File: src/rtl/core/mlp_backprop_trainer_assert.svh
// Assertion macros for the trainer core.
// Included by the RTL files that check their own sequencing; no other dependency.
`ifndef MLP_BACKPROP_TRAINER_ASSERT_SVH
`define MLP_BACKPROP_TRAINER_ASSERT_SVH

// same-cycle implication, sampled on clk_i, quiet during reset
`define MBT_ASSERT_IMP(label, ante, cons) \
  label: assert property (@(posedge clk_i) disable iff (!rst_ni) (ante) |-> (cons)) \
    else $error("assertion failed");

// next-cycle implication
`define MBT_ASSERT_NXT(label, ante, cons) \
  label: assert property (@(posedge clk_i) disable iff (!rst_ni) (ante) |=> (cons)) \
    else $error("assertion failed");

`endif

File: src/rtl/core/mbt_pkg.sv
// Shared types, codes and saturating helpers for the trainer core.
// No dependencies.
package mbt_pkg;

  typedef enum logic [1:0] {
    FUNC_TRAIN = 2'd0,
    FUNC_WRITE = 2'd1,
    FUNC_READ  = 2'd2,
    FUNC_NONE  = 2'd3
  } func_e;

  typedef enum logic [0:0] {
    CFG_LEARNING_RATE = 1'b0,
    CFG_RECIP_BATCH   = 1'b1
  } cfg_idx_e;

  localparam int unsigned UFRAC = 16;
  localparam int unsigned RomSize = 256;

  localparam logic signed [31:0] SMAX = 32'sh7FFFFFFF;
  localparam logic signed [31:0] SMIN = 32'sh80000000;

  function automatic logic signed [31:0] sat_add(logic signed [31:0] a,
                                                 logic signed [31:0] b);
    logic signed [32:0] s;
    s = {a[31], a} + {b[31], b};
    if (s[32] != s[31]) return s[32] ? SMIN : SMAX;
    return s[31:0];
  endfunction

  function automatic logic signed [31:0] sat_sub(logic signed [31:0] a,
                                                 logic signed [31:0] b);
    logic signed [32:0] s;
    s = {a[31], a} - {b[31], b};
    if (s[32] != s[31]) return s[32] ? SMIN : SMAX;
    return s[31:0];
  endfunction

endpackage

File: src/rtl/core/mbt_mul.sv
// Shared two-stage fixed-point multiplier with floor shift and saturation.
// Depends on mbt_pkg.
module mbt_mul #(
  parameter int unsigned FRAC_BITS = 16
) (
  input  logic               clk_i,
  input  logic signed [31:0] a_i,
  input  logic signed [32:0] b_i,
  input  logic               u16_i,
  output logic signed [31:0] res_o
);
  import mbt_pkg::*;

  logic signed [64:0] prod_q;
  logic               u16_q;
  logic signed [64:0] shifted;
  logic signed [31:0] res_q;

  always_ff @(posedge clk_i) begin
    prod_q <= 65'(a_i) * 65'(b_i);
    u16_q  <= u16_i;
  end

  // arithmetic shift floors toward minus infinity
  assign shifted = u16_q ? (prod_q >>> UFRAC) : (prod_q >>> FRAC_BITS);

  always_ff @(posedge clk_i) begin
    if (!shifted[64] && (|shifted[63:31])) begin
      res_q <= SMAX;
    end else if (shifted[64] && !(&shifted[63:31])) begin
      res_q <= SMIN;
    end else begin
      res_q <= shifted[31:0];
    end
  end

  assign res_o = res_q;
endmodule

File: config.mk
export PLATFORM = sky130hd
export DESIGN_NAME = mbt_mul
export DESIGN_NICKNAME = d
export VERILOG_FILES = /design/src/rtl/core/mlp_backprop_trainer_assert.svh /design/src/rtl/core/mbt_pkg.sv /design/src/rtl/core/mbt_mul.sv
export SDC_FILE = /design/constraint.sdc
export NUM_CORES = 2
export LEC_CHECK = 0
export BUFFER_PORTS_ARGS = -buffer_cell sky130_fd_sc_hd__buf_2
export CORE_MARGIN = 1
export CORE_UTILIZATION = 45
export CTS_BUF_LIST = sky130_fd_sc_hd__clkbuf_16
export CTS_CLUSTER_DIAMETER = 100
export DETAILED_ROUTE_END_ITERATION = 16
export PLACE_DENSITY_LB_ADDON = 0.3
export SLEW_MARGIN = 20
export SYNTH_ARGS = -nofsm -noshare
export SYNTH_HDL_FRONTEND = slang
export SYNTH_SLANG_ARGS = --single-unit
File: constraint.sdc
create_clock -name clk_i -period 19 [get_ports clk_i]
set_input_delay 2.85 -clock clk_i [delete_from_list [all_inputs] [get_ports clk_i]]
set_output_delay 2.85 -clock clk_i [all_outputs]
set_load 0.005 [all_outputs]
==> impl_metrics.toml <==
[status]
status = "completed"

[routing]
avgViaCountPerCell = 5.14
postRouteAntennaNets = 0
finalWirelength_um = 100000
wl_per_cell_um = 19.4
drt_iter0_markers = 1274
first_pass_iters = 7
via_count = 26500
post-route-drc-count = 0

[floorplan]
coreArea_sq_um = 85100
die_h_um = 295
initial_core_util_pct = 45.5
dieArea_sq_um = 87200
io_pins = 99
die_w_um = 295
rows = 107

[placement]
gp_congestion = 0.896
place_hpwl_um = 79100
portBuffers = 97

[timing]
fin_skew_ns = 0.0116
slew_viol_final = 0
fin_setup_tns_ns = 0
slew_headroom_pct = 29.2
min_period_over_period_pct = 58.0
fmax_mhz = 90.7
worst_pin_slew_ns = 1.05
finalHoldViolCount = 0
rsz0062_at_grt = "no"
finalSetupViolCount = 0
finalCriticalPeriod_ns = 11.02

[worst_hold_path]
hold_depth = 0
hold_path.class = "reg2reg"
worstHoldStart = "prod_q[64]"
min_to = "res_o[31]"

[synth]
synth_area_per_cell_sq_um = 9.45
yosysWarningCount = 0
syn_inst = 4094
ys_ff_latch = 81
seq_area_frac_synth_pct = 4.19
synth-main-ff-cell = "dfxtp_1"
ys_types = 57
syn_area_sq_um = 38700
synth-edff-count = 0
async_reset_ff_share_pct = 0
syn-num-nets = 5454

[layout]
final_common_cell = "fa_1"
fin_nets = 5366
mostFrequentLayoutCells = "fa_1 (1111), inv_1 (988), nand2_1 (545), and2_1 (528), ha_1 (182)"
area_delta_synth_final_pct = 4.13
drive_above_1_share_pct = 3.79

[setup_path]
worstPathArrival_ns = 11.28
rr_endpoint = "res_o[9]"
cp.buffers_inverters = 8
critPathLaunchType = "input port"
ff2ff_setup_slack_ns = 17.31
reg2reg_depth = 7
rr_startpoint = "prod_q[48]"
cp-end-kind = "flip-flop"
crit_family = "adder cells"
path_class = "in2reg"
cpPeakStageDelay_ns = 1.02
required_ns = 19.25
worst_path_max_delay_cell = "fa_1"
crit_path_max_fanout = 32
crit_top_cell = "fa_1"
worst-path-stages = 25

[clock_network]
cts_setup_buffers = 0
insertion_delay_ns = 0.37
cts_hold_buf = 0
cts_tree = "built"
clock-sinks = 81
cts_root_buffer = "clkbuf_16"
cts.clk_slew.worst_paths_ns = 0.07
clockBufferDepth = 2
htree_levels = 3
post_cts_resized = 0
numCtsBuffers = 9

[grt]
antenna_found_initial = 5
grt_pass1_vias = 30000
grt_usage_pct = 24.9
grt_pass1_wl_um = 166000
overflow = 0
grt_max_degree = 34

[job]
maxCapViolCount = 0
kinds of logic (layout without fill, tap and decap cells):
| logic type | Yosys count | count (layout) | share of synthesized area, % |
|---|---|---|---|
| AND/OR/NAND/NOR | 1263 | 1263 | 16.1 |
| flip-flops | 81 | 81 | 4.19 |
| adder cells (fa/ha/maj) | 1293 | 1293 | 63.3 |
| AO/OA/AOI/OAI | 184 | 184 | 3.15 |
| buffers and inverters | 1207 | 1124 | 11.7 |
| XOR/XNOR | 66 | 66 | 1.49 |
| other | 0 | 3 | 0 |
cells in the mapped netlist (all sizes together), types with 21 or more instances:
library cell  number  area share, %
fa              1111             57
inv              988            9.6
and2             528            8.5
nor2             118            1.1
xor2              21           0.48
nand2            546            5.3
a21oi             63           0.82
ha               182            5.9
xnor2             45            1.0
dfxtp             81            4.2
o21ai             32           0.42
clkbuf           213            2.1
per-stage QoR:
stage | utilization [%] | cells | hold WS, ns | setup slack [ns] | area [sq um]
global placement | 47.0 | 5139 | 0.387 | 7.63 | 40000
CTS | 47.3 | 5155 | 0.394 | 7.93 | 40300
global route | 47.3 | 5157 | 0.403 | 7.40 | 40300
floorplan | - | 4094 | 0.416 | 8.95 | 38700
detailed placement | 47.0 | 5139 | 0.388 | 7.54 | 40000
finish | 47.3 | 5158 | 0.385 | 7.98 | 40300
area by class of cell:
type                       count  area, sq um
inverter                     988         3710
multi-input combinational   2806        32600
tap                         1144         1430
sequential                    81         1620
fill                        8185        44800
clock inverter                 7         85.1
antenna                        3         7.51
timing repair buffer         120          658
clock buffer                   9          225
layer usage:
layer,part of all wire (%),routed length (um),global-route usage [%]
met5,0,0,0
met4,3.3,3320,7.85
met3,5.8,5800,2.99
met2,51,50600,43.8
met1,40,40400,32.0
worst max-delay path by stage:
stage	startpoint	endpoint	slack (ns)
5_1_grt	b_i[32]	prod_q[63]	7.40
4_1_cts	b_i[32]	prod_q[63]	7.93
6_report	b_i[32]	prod_q[63]	7.98
2_1_floorplan	b_i[32]	prod_q[63]	8.95
3_3_place_gp	b_i[32]	prod_q[63]	7.63
3_5_place_dp	b_i[32]	prod_q[63]	7.54
flip-flops by register name, indices dropped and copies added, names as in the netlist:
signal / cells
prod_q: 49
res_o: 32
Power is left out: the tool's default activity adds up to more than one toggle a clock period on the data nets, which glitch-free logic cannot reach.
