--- config.mk ---
export PLATFORM = sky130hd
export DESIGN_NAME = mbt_store
export DESIGN_NICKNAME = d
export VERILOG_FILES = /design/src/rtl/core/mlp_backprop_trainer_assert.svh /design/src/rtl/core/mbt_pkg.sv /design/src/rtl/core/mbt_store.sv
export SDC_FILE = /design/constraint.sdc
export NUM_CORES = 1
export LEC_CHECK = 0
export BUFFER_PORTS_ARGS = -buffer_cell sky130_fd_sc_hd__buf_2
export CORE_MARGIN = 3
export CORE_UTILIZATION = 60
export DETAILED_ROUTE_END_ITERATION = 7
export HOLD_SLACK_MARGIN = 0.05
export PLACE_DENSITY = 0.78
export SETUP_SLACK_MARGIN = 0.5
export SYNTH_ARGS = -nofsm -noshare
export SYNTH_HDL_FRONTEND = slang
export SYNTH_SLANG_ARGS = --single-unit
--- constraint.sdc ---
create_clock -name clk_i -period 3.45 [get_ports clk_i]
set_input_delay 0.69 -clock clk_i [delete_from_list [all_inputs] [get_ports clk_i]]
set_output_delay 0.69 -clock clk_i [all_outputs]
set_load 0.005 [all_outputs]
--- src/rtl/core/mlp_backprop_trainer_assert.svh ---
// Assertion macros for the trainer core.
// Included by the RTL files that check their own sequencing; no other dependency.
`ifndef MLP_BACKPROP_TRAINER_ASSERT_SVH
`define MLP_BACKPROP_TRAINER_ASSERT_SVH

// same-cycle implication, sampled on clk_i, quiet during reset
`define MBT_ASSERT_IMP(label, ante, cons) \
  label: assert property (@(posedge clk_i) disable iff (!rst_ni) (ante) |-> (cons)) \
    else $error("assertion failed");

// next-cycle implication
`define MBT_ASSERT_NXT(label, ante, cons) \
  label: assert property (@(posedge clk_i) disable iff (!rst_ni) (ante) |=> (cons)) \
    else $error("assertion failed");

`endif

--- src/rtl/core/mbt_pkg.sv ---
// Shared types, codes and saturating helpers for the trainer core.
// No dependencies.
package mbt_pkg;

  typedef enum logic [1:0] {
    FUNC_TRAIN = 2'd0,
    FUNC_WRITE = 2'd1,
    FUNC_READ  = 2'd2,
    FUNC_NONE  = 2'd3
  } func_e;

  typedef enum logic [0:0] {
    CFG_LEARNING_RATE = 1'b0,
    CFG_RECIP_BATCH   = 1'b1
  } cfg_idx_e;

  localparam int unsigned UFRAC = 16;
  localparam int unsigned RomSize = 256;

  localparam logic signed [31:0] SMAX = 32'sh7FFFFFFF;
  localparam logic signed [31:0] SMIN = 32'sh80000000;

  function automatic logic signed [31:0] sat_add(logic signed [31:0] a,
                                                 logic signed [31:0] b);
    logic signed [32:0] s;
    s = {a[31], a} + {b[31], b};
    if (s[32] != s[31]) return s[32] ? SMIN : SMAX;
    return s[31:0];
  endfunction

  function automatic logic signed [31:0] sat_sub(logic signed [31:0] a,
                                                 logic signed [31:0] b);
    logic signed [32:0] s;
    s = {a[31], a} - {b[31], b};
    if (s[32] != s[31]) return s[32] ? SMIN : SMAX;
    return s[31:0];
  endfunction

endpackage

--- src/rtl/core/mbt_store.sv ---
// Single-port-write, registered-read word store with per-entry valid bits (reads zero until written).
// Depends on mbt_pkg.
module mbt_store #(
  parameter int unsigned DEPTH = 16,
  parameter int unsigned AW    = 4
) (
  input  logic               clk_i,
  input  logic               rst_ni,
  input  logic               we_i,
  input  logic [AW-1:0]      waddr_i,
  input  logic signed [31:0] wdata_i,
  input  logic               re_i,
  input  logic [AW-1:0]      raddr_i,
  output logic signed [31:0] rdata_o
);
  import mbt_pkg::*;

  logic signed [31:0] mem_q [DEPTH];
  logic [DEPTH-1:0]   valid_q;
  logic signed [31:0] rdata_q;

  always_ff @(posedge clk_i or negedge rst_ni) begin
    if (!rst_ni) begin
      valid_q <= '0;
    end else if (we_i) begin
      valid_q[waddr_i] <= 1'b1;
    end
  end

  always_ff @(posedge clk_i) begin
    if (we_i) mem_q[waddr_i] <= wdata_i;
  end

  // hold read data until the next read
  always_ff @(posedge clk_i) begin
    if (re_i) rdata_q <= valid_q[raddr_i] ? mem_q[raddr_i] : '0;
  end

  assign rdata_o = rdata_q;
endmodule

==> flow_metrics.tcl <==
set metrics [dict create \
    outcome "complete, no violations" \
    vias 9922 \
    yosysSeqAreaShare_pct 80.1 \
    finalSetupViolCount 0 \
    power-per-cell-area_nw_per_um2 581 \
    final_core_util_pct 69.9 \
    wl_per_cell_um 29.1 \
    rsz0062_at_grt "false" \
    synthXorXnorAreaFrac_pct 0 \
    cpLargestDelayFamily "simple AND/OR/NAND/NOR gates" \
    io_pins 76 \
    post-cts-setup-buffers 0 \
    synth-simple-area-share_pct 1.17 \
    required_ns 3.69 \
    setup_slack_ns 1.26 \
    maxCapViolCount 0 \
    place_hpwl_um 24800 \
    first_iter_violations 1234 \
    hp-class "reg2reg" \
    yosys.area.top_type "edfxtp_1" \
    syn_inst 882 \
    yosys.cell_count.top_type "edfxtp_1" \
    ys_types 22 \
    slew_viol_final 0 \
    slew_headroom_pct 30.9 \
    avgSynthCellArea_um2 23.7 \
    synth_top_family_by_area "multiplexers" \
    cp_num_buf_inv 2 \
    grt-ovfl-total 0 \
    die_w_um 193 \
    power.leakage_nw 7.58 \
    rows 67 \
    worstPathArrival_ns 2.43 \
    end_kind "flip-flop" \
    reg2reg_slack_ns 1.57 \
    cts_made_buffers 51 \
    nFillCells 1935 \
    cts_tree "built" \
    clockRootBuffer "clkbuf_16" \
    routed_wl_um 43600 \
    ys_ff_latch 560 \
    clk_pin_slew_ns 0.06 \
    cp_slowest_stage_delay_ns 0.62 \
    fin_nets 1054 \
    io_buffers 75 \
    critPathMaxFanout 16 \
    netlist_area_um2 20900 \
    finalHoldViolCount 0 \
    worstMarginPinSlew_ns 1.04 \
    dp_cells 1404 \
    fin_setup_tns_ns 0 \
    synth_enable_flop_cells 544 \
    grt_max_degree 38 \
    pre_cts_ws_ns 0.690 \
    cts_buffer_depth 3 \
    muxShareOfSynthArea_pct 14.2 \
    drive_above_1_share_pct 34.7 \
    min_period_over_period_pct 63.4 \
    synth_commonest_cells "edfxtp_1 (544), mux4_2 (132), a22oi_1 (64)" \
    synth-adder-area-share_pct 0 \
    drt-pass1-iter-count 5 \
    slowest_stage "or3b_2" \
    syn_to_final_growth_pct 13.6 \
    synthArstFlopShare_pct 2.86 \
    critPathKind "in2reg" \
    synth_compound_area_share_pct 3.15 \
    die-area_um2 37100 \
    core-area_um2 34000 \
    htree_levels 2 \
    ys_warn_count 0 \
    postCtsResizedCells 0 \
    postRouteAntennaNets 0 \
    clock-sinks 560 \
    max_freq_mhz 457 \
    finalNonFillerCells 1499 \
    holdBufCountCts 1 \
    synthFlopType "edfxtp_1" \
    route.detailed.drc 0 \
    synth_area_leaders "edfxtp_1 (78%), mux4_2 (14%), a22oi_1 (2.3%)" \
    peakVddDrop_uv 428 \
    clk_latency_ns 0.56 \
    fin_skew_ns 0.0120 \
    grt_pass1_vias 10300 \
    holdWs_ns 0.465 \
    vias_per_cell 6.62 \
    yosysTopAreaCellShare_pct 78.2 \
    grt_pass1_wl_um 66200 \
    gp_congestion 0.758 \
    grt_antenna_before_repair 1 \
    syn_nets 926 \
    dieHeight_um 193 \
    startpoint_type "primary input" \
    path_cells "buf_2, or3b_2, nor2_4, buf_4" \
    layout_min_cycle_time_ns 2.19 \
    initial_core_util_pct 61.5 \
    track_usage_pct 24.7 \
]
## placed cells by master (no fill, tap or decap), types with 2 or more instances in the layout
cell type / n
clkbuf_16: 53
mux4_2: 132
buf_4: 40
or2_2: 16
a22o_1: 2
a22oi_1: 64
bufinv_16: 2
clkinvlp_4: 3
buf_12: 8
nand2b_1: 2
nand3b_1: 2
nor2_4: 14
edfxtp_1: 544
clkinv_2: 14
a21oi_1: 32
dfrtp_1: 16
clkinv_1: 9
clkbuf_1: 12
nor2b_4: 2
nor3_4: 4
buf_2: 73
## routing by layer
layer  track usage, %  vias to the layer above  share of wire (%)
li1                 -                     4038                  -
met1             37.4                     5217                 40
met2             36.6                      579                 47
met3             6.47                       88                 11
met4             7.43                        0                2.3
met5                0                        -                  0
## sequential cells by signal, summed over array words and instances (netlist names)
register and flops:
rdata_o 32, mem_q 512, valid_q 16
## kinds of logic after synthesis
kind of cell / after synthesis
flops: 560
compound gates: 98
buf+inv: 48
mux: 132
simple gates: 44
## final cells by class
cell class | count | area [µm²] | area share, %
flip-flops and latches | 560 | 16700 | 70.5
multi-input cells | 274 | 4030 | 17.0
clock buffers | 65 | 1370 | 5.78
repair buffers | 123 | 850 | 3.58
well taps | 448 | 561 | 2.36
clock inverters | 28 | 186 | 0.785
diodes | 1 | 2.50 | 0.0105
## where the power goes
part           switching, W  internal [W]
Sequential        0.0000687       0.00768
Clock               0.00231       0.00295
Combinational      0.000454      0.000330
Total               0.00283        0.0110
## final timing paths
check / cells past startpoint / endpoint / start
setup / recovery: 4 / mem_q[2][6] / waddr_i[2]
hold / removal: 1 / valid_q[13] / valid_q[13]
setup reg to reg: 5 / rdata_o[21] / valid_q[12]
hold reg to reg: 1 / valid_q[13] / valid_q[13]
max in group asynchronous: 2 / valid_q[0] / rst_ni
min in group asynchronous: 2 / valid_q[10] / rst_ni
## metrics by stage
stage	instance area (µm²)	power, W
final	23700	0.0138
after global routing	23700	0.0142
after CTS	23700	0.0139
after detailed placement	22200	0.00867
after global placement	22200	0.00863
after floorplan	20900	0.00832
Power figures use the tool's default switching activity.
